===== src/irpld_pkg.sv =====
// shared constants, types and helpers for the ir pulse length byte decoder
package irpld_pkg;

  // fixed field widths
  localparam int unsigned CFG_W     = 8;
  localparam int unsigned CFG_IDX_W = 2;
  localparam int unsigned DATA_W    = 8;
  localparam int unsigned CODE_W    = 4;

  // register indexes on the configuration port
  localparam logic [CFG_IDX_W-1:0] REG_SHORT_LIMIT   = 2'd0;
  localparam logic [CFG_IDX_W-1:0] REG_MARK_LIMIT    = 2'd1;
  localparam logic [CFG_IDX_W-1:0] REG_SILENCE_LIMIT = 2'd2;

  // register reset values
  localparam logic [CFG_W-1:0] SHORT_LIMIT_RST   = 8'd3;
  localparam logic [CFG_W-1:0] MARK_LIMIT_RST    = 8'd5;
  localparam logic [CFG_W-1:0] SILENCE_LIMIT_RST = 8'd9;

  // parameter defaults
  localparam int unsigned FRAME_BITS_DEF = 8;
  localparam int unsigned RUN_WIDTH_DEF  = 8;

  // offset taken off the byte before the code nibble is cut out
  localparam logic [DATA_W-1:0] CODE_OFFSET = 8'd3;

  typedef struct packed {
    logic              valid;
    logic [DATA_W-1:0] data_byte;
    logic [CODE_W-1:0] code_nibble;
  } result_t;

  // bits 5:2 of (d - 3) in two's complement equal the arithmetic shift by 2,
  // which is all ones for bytes below the offset
  function automatic logic [CODE_W-1:0] code_of(input logic [DATA_W-1:0] d);
    logic [DATA_W-1:0] diff;
    diff = d - CODE_OFFSET;
    return diff[CODE_W+1:2];
  endfunction

endpackage


===== src/ir_pulse_length_byte_decoder.sv =====
// Decodes a sampled infrared receiver line into bytes from the lengths of its
// level runs. Each input item is one line sample; the first sample after reset
// sets the idle level. An edge while idle opens a frame, a run between
// short_limit and mark_limit before an edge sets the current bit and skips the
// following edge, and a long idle-level run steps the bit position on every
// tick. After FRAME_BITS positions the next sample is consumed to emit one
// item holding the byte and its code nibble. The block takes one sample per
// cycle while no emit is held back: samples pass an input register, a state
// update and a result register. A sample that would emit waits only while
// the result register is still occupied.
module ir_pulse_length_byte_decoder #(
  parameter int unsigned FRAME_BITS = irpld_pkg::FRAME_BITS_DEF,
  parameter int unsigned RUN_WIDTH  = irpld_pkg::RUN_WIDTH_DEF
) (
  input  logic                            clk,
  input  logic                            rst,
  input  logic                            s_tvalid,
  output logic                            s_tready,
  input  logic [7:0]                      s_tdata,   // [0] ir_level, [7:1] zero
  output logic                            m_tvalid,
  input  logic                            m_tready,
  output logic [15:0]                     m_tdata,   // [7:0] data_byte, [11:8] code_nibble
  input  logic                            cfg_we,
  input  logic [irpld_pkg::CFG_IDX_W-1:0] cfg_index,
  input  logic [irpld_pkg::CFG_W-1:0]     cfg_data
);

  logic                          take;
  logic                          held_valid;
  logic                          held_level;
  logic                          out_free;
  irpld_pkg::result_t            result;
  logic [irpld_pkg::DATA_W-1:0]  data_byte;
  logic [irpld_pkg::CODE_W-1:0]  code_nibble;

  irpld_in u_in (
    .clk        (clk),
    .rst        (rst),
    .in_valid   (s_tvalid),
    .in_ready   (s_tready),
    .in_level   (s_tdata[0]),
    .take       (take),
    .held_valid (held_valid),
    .held_level (held_level)
  );

  irpld_core #(
    .FRAME_BITS (FRAME_BITS),
    .RUN_WIDTH  (RUN_WIDTH)
  ) u_core (
    .clk        (clk),
    .rst        (rst),
    .cfg_we     (cfg_we),
    .cfg_index  (cfg_index),
    .cfg_data   (cfg_data),
    .held_valid (held_valid),
    .held_level (held_level),
    .out_free   (out_free),
    .take       (take),
    .result     (result)
  );

  irpld_out u_out (
    .clk         (clk),
    .rst         (rst),
    .result      (result),
    .out_free    (out_free),
    .out_valid   (m_tvalid),
    .out_ready   (m_tready),
    .data_byte   (data_byte),
    .code_nibble (code_nibble)
  );

  assign m_tdata = {4'b0000, code_nibble, data_byte};

endmodule


===== src/irpld_in.sv =====
// input register holding one line sample item
module irpld_in (
  input  logic clk,
  input  logic rst,
  input  logic in_valid,
  output logic in_ready,
  input  logic in_level,
  input  logic take,
  output logic held_valid,
  output logic held_level
);

  assign in_ready = !held_valid || take;

  always_ff @(posedge clk) begin
    if (rst) begin
      held_valid <= 1'b0;
    end else if (in_valid && in_ready) begin
      held_valid <= 1'b1;
    end else if (take) begin
      held_valid <= 1'b0;
    end
  end

  always_ff @(posedge clk) begin
    if (in_valid && in_ready) begin
      held_level <= in_level;
    end
  end

endmodule


===== src/irpld_core.sv =====
// decoder state, limit registers and per-sample update
module irpld_core #(
  parameter int unsigned FRAME_BITS = irpld_pkg::FRAME_BITS_DEF,
  parameter int unsigned RUN_WIDTH  = irpld_pkg::RUN_WIDTH_DEF
) (
  input  logic                             clk,
  input  logic                             rst,
  input  logic                             cfg_we,
  input  logic [irpld_pkg::CFG_IDX_W-1:0]  cfg_index,
  input  logic [irpld_pkg::CFG_W-1:0]      cfg_data,
  input  logic                             held_valid,
  input  logic                             held_level,
  input  logic                             out_free,
  output logic                             take,
  output irpld_pkg::result_t               result
);

  localparam int unsigned BP_W  = $clog2(FRAME_BITS + 1);
  localparam int unsigned CMP_W = (RUN_WIDTH > irpld_pkg::CFG_W) ? RUN_WIDTH
                                                                 : irpld_pkg::CFG_W;

  logic [irpld_pkg::CFG_W-1:0] short_limit;
  logic [irpld_pkg::CFG_W-1:0] mark_limit;
  logic [irpld_pkg::CFG_W-1:0] silence_limit;

  logic                          seen_first, seen_first_next;
  logic                          prev_level, prev_level_next;
  logic                          idle_level, idle_level_next;
  logic [RUN_WIDTH-1:0]          run_length, run_length_next;
  logic                          receiving, receiving_next;
  logic [BP_W-1:0]               bit_position, bit_position_next;
  logic                          skip_edge, skip_edge_next;
  logic [irpld_pkg::DATA_W-1:0]  shift_data, shift_data_next;

  logic                 emit_now;
  logic                 prev_eff;
  logic                 idle_eff;
  logic [CMP_W-1:0]     run_cmp;
  logic [CMP_W-1:0]     run_inc_cmp;
  logic [RUN_WIDTH-1:0] run_inc;

  always_ff @(posedge clk) begin
    if (rst) begin
      short_limit   <= irpld_pkg::SHORT_LIMIT_RST;
      mark_limit    <= irpld_pkg::MARK_LIMIT_RST;
      silence_limit <= irpld_pkg::SILENCE_LIMIT_RST;
    end else if (cfg_we) begin
      case (cfg_index)
        irpld_pkg::REG_SHORT_LIMIT:   short_limit   <= cfg_data;
        irpld_pkg::REG_MARK_LIMIT:    mark_limit    <= cfg_data;
        irpld_pkg::REG_SILENCE_LIMIT: silence_limit <= cfg_data;
        default: ;
      endcase
    end
  end

  assign emit_now = receiving && (bit_position >= BP_W'(FRAME_BITS));
  // a sample that would emit waits until the result register is free
  assign take     = held_valid && (!emit_now || out_free);

  // the very first sample fixes both the previous and the idle level
  assign prev_eff    = seen_first ? prev_level : held_level;
  assign idle_eff    = seen_first ? idle_level : held_level;
  assign run_inc     = (run_length == {RUN_WIDTH{1'b1}}) ? run_length
                                                         : run_length + 1'b1;
  assign run_cmp     = CMP_W'(run_length);
  assign run_inc_cmp = CMP_W'(run_inc);

  assign result.valid       = take && emit_now;
  assign result.data_byte   = shift_data;
  assign result.code_nibble = irpld_pkg::code_of(shift_data);

  always_comb begin
    seen_first_next   = seen_first;
    prev_level_next   = prev_level;
    idle_level_next   = idle_level;
    run_length_next   = run_length;
    receiving_next    = receiving;
    bit_position_next = bit_position;
    skip_edge_next    = skip_edge;
    shift_data_next   = shift_data;
    if (take) begin
      seen_first_next = 1'b1;
      prev_level_next = prev_eff;
      idle_level_next = idle_eff;
      if (emit_now) begin
        receiving_next    = 1'b0;
        bit_position_next = '0;
        skip_edge_next    = 1'b0;
      end else if (held_level == prev_eff) begin
        run_length_next = run_inc;
        // long silence at the idle level steps the position every tick
        if (receiving && (held_level == idle_eff) &&
            (run_inc_cmp >= CMP_W'(silence_limit))) begin
          bit_position_next = bit_position + 1'b1;
        end
      end else begin
        if (!skip_edge) begin
          if (!receiving) begin
            receiving_next    = 1'b1;
            bit_position_next = '0;
            shift_data_next   = '0;
          end else begin
            if ((run_cmp >= CMP_W'(short_limit)) && (run_cmp <= CMP_W'(mark_limit))) begin
              // positions past the byte shift the one out of range
              shift_data_next = shift_data | (irpld_pkg::DATA_W'(1) << bit_position);
              skip_edge_next  = 1'b1;
            end
            bit_position_next = bit_position + 1'b1;
          end
        end else begin
          skip_edge_next = 1'b0;
        end
        run_length_next = RUN_WIDTH'(1);
        prev_level_next = held_level;
      end
    end
  end

  always_ff @(posedge clk) begin
    if (rst) begin
      seen_first   <= 1'b0;
      prev_level   <= 1'b0;
      idle_level   <= 1'b0;
      run_length   <= '0;
      receiving    <= 1'b0;
      bit_position <= '0;
      skip_edge    <= 1'b0;
      shift_data   <= '0;
    end else begin
      seen_first   <= seen_first_next;
      prev_level   <= prev_level_next;
      idle_level   <= idle_level_next;
      run_length   <= run_length_next;
      receiving    <= receiving_next;
      bit_position <= bit_position_next;
      skip_edge    <= skip_edge_next;
      shift_data   <= shift_data_next;
    end
  end

endmodule


===== src/irpld_out.sv =====
// result register on the output stream
module irpld_out (
  input  logic                          clk,
  input  logic                          rst,
  input  irpld_pkg::result_t            result,
  output logic                          out_free,
  output logic                          out_valid,
  input  logic                          out_ready,
  output logic [irpld_pkg::DATA_W-1:0]  data_byte,
  output logic [irpld_pkg::CODE_W-1:0]  code_nibble
);

  assign out_free = !out_valid || out_ready;

  always_ff @(posedge clk) begin
    if (rst) begin
      out_valid <= 1'b0;
    end else if (result.valid) begin
      out_valid <= 1'b1;
    end else if (out_ready) begin
      out_valid <= 1'b0;
    end
  end

  always_ff @(posedge clk) begin
    if (result.valid) begin
      data_byte   <= result.data_byte;
      code_nibble <= result.code_nibble;
    end
  end

endmodule

===== config.mk =====
export PLATFORM = sky130hd
export DESIGN_NAME = ir_pulse_length_byte_decoder
export DESIGN_NICKNAME = d
export VERILOG_FILES = /design/src/irpld_pkg.sv /design/src/ir_pulse_length_byte_decoder.sv /design/src/irpld_in.sv /design/src/irpld_core.sv /design/src/irpld_out.sv
export SDC_FILE = /design/constraint.sdc
export NUM_CORES = 1
export LEC_CHECK = 0
export ABC_AREA = 1
export BUFFER_PORTS_ARGS = -buffer_cell sky130_fd_sc_hd__clkbuf_2
export CAP_MARGIN = 5
export CORE_MARGIN = 5
export CORE_UTILIZATION = 39
export DETAILED_ROUTE_END_ITERATION = 16
export HOLD_SLACK_MARGIN = 0.05
export MAX_ROUTING_LAYER = met4
export SKIP_LAST_GASP = 1
export SLEW_MARGIN = 20
export SYNTH_ARGS = -nofsm -noshare
export SYNTH_HDL_FRONTEND = slang
export SYNTH_SLANG_ARGS = --single-unit
export TNS_END_PERCENT = 20

===== constraint.sdc =====
create_clock -name clk -period 4.2 [get_ports clk]
set_clock_uncertainty 0.2 [all_clocks]
set_input_delay 1.26 -clock clk [delete_from_list [all_inputs] [get_ports clk]]
set_output_delay 1.26 -clock clk [all_outputs]
set_load 0.01 [all_outputs]

# Word-level counts from Yosys, hierarchy flattened

Cells that the tools add are included.

Bits in registers: 64
Input port bits: 23
Logic and storage cells: 87

Add/sub/neg operators: 3
Order comparisons: 4
Eq/ne operators: 10
Shift-type cells: 1
Mux-type cells: 25
Bitwise gates (word level): 4
Reductions and logical operators: 24

Operator list:

| kind                                                               | number |
|---|---|
| 8-bit 2-to-1 mux                                                   | 4 |
| 4-bit 2-to-1 mux                                                   | 5 |
| 8-bit greater-or-equal comparator                                  | 2 |
| 1-bit 2-to-1 mux                                                   | 16 |
| 2-bit AND reduction                                                | 5 |
| 8-bit by 1-bit adder with 8-bit output, second input constant      | 1 |
| 8-bit equality test, second input constant                         | 1 |
| 8-bit <= comparator                                                | 1 |
| 8-bit OR                                                           | 1 |
| 1-bit by 4-bit left shift with 8-bit output, first input constant  | 1 |
| 1-bit logical AND                                                  | 7 |
| 3-bit AND reduction                                                | 2 |
| 6-bit by 2-bit subtractor with 6-bit output, second input constant | 1 |
| 5-bit AND reduction                                                | 1 |
| 4-bit by 1-bit adder with 4-bit output, second input constant      | 1 |
| 4-bit greater-or-equal comparator, second input constant           | 1 |
| 2-bit != test, second input constant                               | 2 |
| 2-bit nonzero test                                                 | 2 |
| 1-bit zero test                                                    | 3 |
| 1-bit logical OR                                                   | 3 |
| 3-bit by 2-bit != test with 1-bit output, second input constant    | 1 |
| 3-bit != test, second input constant                               | 1 |
| 1-bit inverter                                                     | 3 |
| 1-bit equality test                                                | 2 |
| other kinds (4)                                                    | 4 |

# Logic depth before layout (Yosys ltp)

Gate-level depths: netlist of run 1.

Depth in word-level cells: 8
Depth in mapped cells: 18
Depth with buffers taken out: 18

# Modules after synthesis

A second synthesis of run 1 with hierarchy kept.

Cells, all modules: 455
Area, all modules: 3454.6 sq um

By module, submodules not included:

| module                       | times used | cells each | area an instance (sq um) | sequential area each (sq um) |
|---|---|---|---|---|
| irpld_core                   | 1          | 426        | 2940.3                   | 980.9 |
| irpld_out                    | 1          | 17         | 402.9                    | 380.4 |
| irpld_in                     | 1          | 7          | 77.6                     | 50.0 |
| ir_pulse_length_byte_decoder | 1          | 5          | 33.8                     | 0.0 |

# Least setup slack after synthesis of run 1

Ideal clock, no wire load.

Path kind: input to output
Start point: in m_tready
End point: out s_tready
Arrival: 1.674 ns
Data required time: 2.740 ns
Slack: 1.066 ns
Stages on the path: 2
Cell sequence: nor2_1 nand3_1

Longest elaborated chain between the ends: 4

RTL lines:

| item              | RTL line                           | RTL |
|---|---|---|
| from (decl)       | ir_pulse_length_byte_decoder.sv:21 | `input logic m_tready,` |
| 1-bit logical OR  | irpld_out.sv:13                    | `assign out_free = !out_valid \|\| out_ready;` |
| 1-bit logical OR  | irpld_core.sv:59                   | `assign take = held_valid && (!emit_now \|\| out_free);` |
| 1-bit logical AND | irpld_core.sv:59                   |  |
| 1-bit logical OR  | irpld_in.sv:13                     | `assign in_ready = !held_valid \|\| take;` |
| to (decl)         | ir_pulse_length_byte_decoder.sv:18 | `output logic s_tready,` |

Every way passes these cells.

# Worst setup path after layout of run 1

Ends and elaborated chain as after synthesis.

==> results of run 1 <==
layer usage:
layer	part of all wire, %	GRT usage (%)	vias up
met3	4.0	2.44	14
met5	0	-	-
li1	-	-	1441
met1	51	18.1	1205
met2	44	20.3	42
met4	1.8	5.68	0
logic make-up after synthesis:
logic type,after synthesis,synth area share (%)
and+or+nand+nor,149,19.3
AOI/OAI and AO/OA,88,15.0
buffers and inverters,83,9.75
DFF,64,42.0
adders and majority gates,31,11.5
xor gates and xnor gates,9,2.34
other,1,0.112
cells in the final DEF (no fill, tap or decap), types with 13 or more instances in the layout:
cell / count
clkbuf_2: 29
edfxtp_1: 13
a21oi_1: 49
o21ai_0: 24
nor2_1: 23
dfxtp_1: 51
inv_1: 68
nand3_1: 24
ha_1: 31
nand2_1: 83
through the flow:
stage,hold slack (ns),worst slack [ns]
after floorplan,0.208,1.07
after global placement,0.216,0.831
after detailed placement,0.216,0.832
after CTS,0.236,0.827
after global routing,0.256,0.751
final,0.234,0.835
worst min-delay path by stage:
stage                               from                  to  slack, ns
global placement    u_core.shift_data[6]  u_out.data_byte[6]       0.22
global route        u_core.shift_data[7]  u_out.data_byte[7]       0.26
finish              u_core.shift_data[6]  u_out.data_byte[6]       0.23
floorplan           u_core.shift_data[6]  u_out.data_byte[6]       0.21
CTS                 u_core.shift_data[6]  u_out.data_byte[6]       0.24
detailed placement  u_core.shift_data[6]  u_out.data_byte[6]       0.22
sequential cells by signal (all words and copies together) (netlist names), 4 cells and up:
signal and count:
u_out.code_nibble 4, u_core.silence_limit 8, u_core.mark_limit 8, u_core.run_cmp 8, u_core.bit_position 4, u_core.short_limit 8, u_core.shift_data 8, u_out.data_byte 8
power breakdown:
group          switching (uW)  internal, uW  total (uW)  leakage [uW]
Clock                     263           340         603      0.000110
Sequential               9.49           641         650      0.000534
Combinational            68.5          35.0         104       0.00107
Total                     341          1020        1360       0.00172
area by class of cell:
type | instances | area [um^2]
clock buffer | 9 | 124
sequential | 64 | 1410
tap | 105 | 131
fill | 833 | 4490
multi-input combinational | 281 | 1640
inverter | 70 | 263
clock inverter | 7 | 103
timing repair buffer | 29 | 145
==> results.cfg, run 1 <==
[placement]
placed_cells = 549
place_hpwl_um = 4960
dpl-instance-area_mm2 = 0.00359
finalWeightedCongestion = 0.826
io_buffer_count = 29

[timing]
drv_slew = 0
fmaxAchievable_mhz = 297
min_period_ns = 3.36
rsz0062_at_grt = false
fin_crit_sh_pct = 80.1
setup-tns-final_ns = 0
slew_headroom_pct = 46.8
setup_viol_count_final = 0
tightest_slew_ns = 0.797
final_hold_viol_count = 0

[finish]
layout.cells.non_filler = 565
design_area_mm2 = 0.00381
drive_above_1_share_pct = 12.8
nets = 509
diodes = 0
syn_to_final_growth_pct = 13.4
post-route-util_pct = 45.9

[setup_path]
worstPathRequired_ns = 2.74
cpPeakStageDelay_ns = 0.24
path_class = input port to output port
worst_path_max_delay_cell = nor2_1
regToRegEndpoint = u_core.bit_position[2]
r2r.worst_path.cells = 17
cp-start-kind = input port
worst-path-max-fanout = 3
cp-end-kind = output port
crit_end = s_tready
crit_path_start = m_tready
path_depth = 4
reg2reg_from = u_core.run_cmp[1]
cp_cell_sequence = clkbuf_2 -> nor2_1 -> nand3_1 -> clkbuf_2
cp.buffers_inverters = 2
critPathMostFrequentCell = clkbuf_2
cp_top_family = simple AND/OR/NAND/NOR gates
critPathArrivalTime_ns = 1.90
rrSetupSlack_ns = 1.24

[grt]
grt_max_degree = 30
grt_use_total_pct = 13.5
grt_pass1_wl_um = 10900
grt_remaining_overflow = 0
antenna_found_initial = 0
grt_pass1_vias = 2339

[cts]
root_buffer = clkbuf_8
numCtsBuffers = 9
cts_resized = 0
clkLatencyLatePin_ns = 0.34
holdBufCountCts = 0
cts_htree_levels = 3
cts_sinks = 64
path_clk_slew_ns = 0.08
ctsLongestPathBuffers = 2
cts_tree = yes
cts_setup_buffers = 0

[floorplanning]
initial_utilization_pct = 40.5
die_h_um = 103
dieArea_mm2 = 0.0106
core_area_mm2 = 0.00830
row_count = 33
fp.dieW_um = 103
io_pins = 41

[drt]
drt_wl_total_um = 6690
vias_per_cell = 4.78
wl_per_cell_um = 11.8
firstDrtPassIters = 4
first_iter_violations = 74
drc = 0
ant_nets = 0
vias = 2702

[logic_synthesis]
synthCells = 425
synth_edf_count = 13
syn_area_mm2 = 0.00336
ys_ff_latch = 64
synth-warning-count = 0
yosysTopAreaCell = dfxtp_1
avgSynthCellArea_um2 = 7.91
synth_seq_area_share_pct = 42.0
synth_commonest_cells = nand2_1, inv_1, dfxtp_1
synth.most_common_cell = nand2_1
synth.area.top_cells = dfxtp_1, edfxtp_1, ha_1
synthDistinctLibCells = 34
synthFlopType = dfxtp_1
yosysTopAreaCellShare_pct = 30.4
async_flop_share_pct = 0

[hold_path]
whs_path_depth = 0
hp-class = register to register

[outcome]
status = finished, final reports clean

[flow_run]
maxCapViolCount = 0

[pwr]
power.total_uw = 1360
power_leakage_uw = 0.00172
power.density_mw_per_mm2 = 356
ir_worst_vdd_v = 0.000202
Note: power is estimated with default switching activity, not from simulation.
==> run 2, diff against run 1 <==
==> constraint.sdc (replaced) <==
create_clock -name clk -period 2.8 [get_ports clk]
set_clock_uncertainty 0.2 [all_clocks]
set_input_delay 0.84 -clock clk [delete_from_list [all_inputs] [get_ports clk]]
set_output_delay 0.84 -clock clk [all_outputs]
set_load 0.01 [all_outputs]
==> results.cfg, run 2 (synthesized netlist as in run 1, its figures left out) <==
[drt]
first_iter_violations = 100
firstDrtPassIters = 4
wl_per_cell_um = 11.7
vias_per_cell = 4.73
drc = 0
vias = 2725
drt_wl_total_um = 6730
ant_nets = 0

[setup_path]
worst-path-max-fanout = 5
worstPathRequired_ns = 2.89
cp-end-kind = register
r2r.worst_path.cells = 17
path_class = register to register
critPathArrivalTime_ns = 2.69
cp-start-kind = register

[grt]
grt_remaining_overflow = 0
grt_max_degree = 23
antenna_found_initial = 0
grt_pass1_vias = 2571
grt_pass1_wl_um = 11500
grt_use_total_pct = 14.4

[cts]
path_clk_slew_ns = 0.08
clkLatencyLatePin_ns = 0.35
ctsLongestPathBuffers = 2
cts_tree = yes
cts_sinks = 64
cts_htree_levels = 3
root_buffer = clkbuf_8
numCtsBuffers = 9

[timing]
hold_slack_ns = 0.237
fin_crit_sh_pct = 92.8
setup_viol_count_final = 0
drv_slew = 0
final_hold_viol_count = 0
fmaxAchievable_mhz = 385
tightest_slew_ns = 0.563
min_period_ns = 2.60
slew_headroom_pct = 62.4

[hold_path]
hp-class = register to register
whs_path_depth = 0

[floorplanning]
initial_utilization_pct = 40.5
row_count = 33
io_pins = 41
core_area_mm2 = 0.00830
dieArea_mm2 = 0.0106
fp.dieW_um = 103
die_h_um = 103

[placement]
placed_cells = 559
finalWeightedCongestion = 0.879
io_buffer_count = 29
place_hpwl_um = 5130

[pwr]
power_leakage_uw = 0.00177
power.density_mw_per_mm2 = 517
ir_worst_vdd_v = 0.000198

[finish]
mostFrequentLayoutCell = nand2_1
fill_cells = 830
diodes = 0
syn_to_final_growth_pct = 17.2
layout.cells.non_filler = 576
mostFrequentLayoutCells = nand2_1, inv_1, dfxtp_1
drive_above_1_share_pct = 16.8
multi_input_area_mm2 = 0.00168
nets = 520
seq_area_mm2 = 0.00141

[flow_run]
maxCapViolCount = 0

[outcome]
status = finished, final reports clean
## run 2: final timing paths
path / from / slack [ns] / endpoint
setup / recovery: u_core.run_cmp[1] / 0.20 / u_core.bit_position[3]
hold / removal: u_core.shift_data[7] / 0.24 / u_out.data_byte[7]
setup reg to reg: u_core.run_cmp[1] / 0.20 / u_core.bit_position[3]
hold reg to reg: u_core.shift_data[7] / 0.24 / u_out.data_byte[7]
## run 2: cell type report
class                           count  area share, %
Sequential cell                    64           35.8
Timing Repair Buffer               40           5.78
Clock buffer                        9           3.14
Clock inverter                      7           2.60
Tap cell                          105           3.33
Multi-Input combinational cell    281           42.7
Inverter                           70           6.67
## run 2: report_power, final
part           switching, uW  internal [uW]
Sequential              12.6            962
Combinational            108           59.2
Clock                    388            510
## run 2: routing by layer
layer / part of all wire, % / routed length, um / track usage, %
met1: 51 / 3450 / 19.0
met2: 43 / 2890 / 21.4
met3: 3.7 / 249 / 2.71
met4: 2.1 / 139 / 6.57
met5: 0 / 0 / -
## run 2: through the flow
stage / power, uW / util, % / instance area [um^2] / worst slack (ns) / TNS (ns)
2_1_floorplan: 1110 / - / 3370 / 0.315 / 0
3_3_place_gp: 1150 / 44.1 / 3660 / 0.150 / 0
3_5_place_dp: 1160 / 44.1 / 3660 / 0.0828 / 0
4_1_cts: 2050 / 46.8 / 3890 / 0.0679 / 0
5_1_grt: 2120 / 47.5 / 3940 / -0.0620 / -0.199
6_report: 2040 / 47.5 / 3940 / 0.200 / 0
## run 2: critical path: stages (launching register included)
cell     delay, ns
dfxtp_1       0.34
buf_4         0.15
nand3_1       0.12
nor2_1        0.19
nand3_1       0.12
xor2_1        0.16
nand2_1       0.09
ha_1          0.29
nand2_1       0.08
inv_1         0.04
nor2_1        0.10
o21a_1        0.15
nand2_1       0.06
nand2_1       0.07
nand2_2       0.09
nand2_2       0.10
nand2_1       0.07
a21oi_2       0.12
## run 2: repair_timing
| action | CTS | global route |
|---|---|---|
| gates resized for setup | 0 | 11 |
| endpoints found under the setup margin | 0 | 4 |
| hold buffers | 0 | 0 |
| buffers inserted | 0 | 1 |
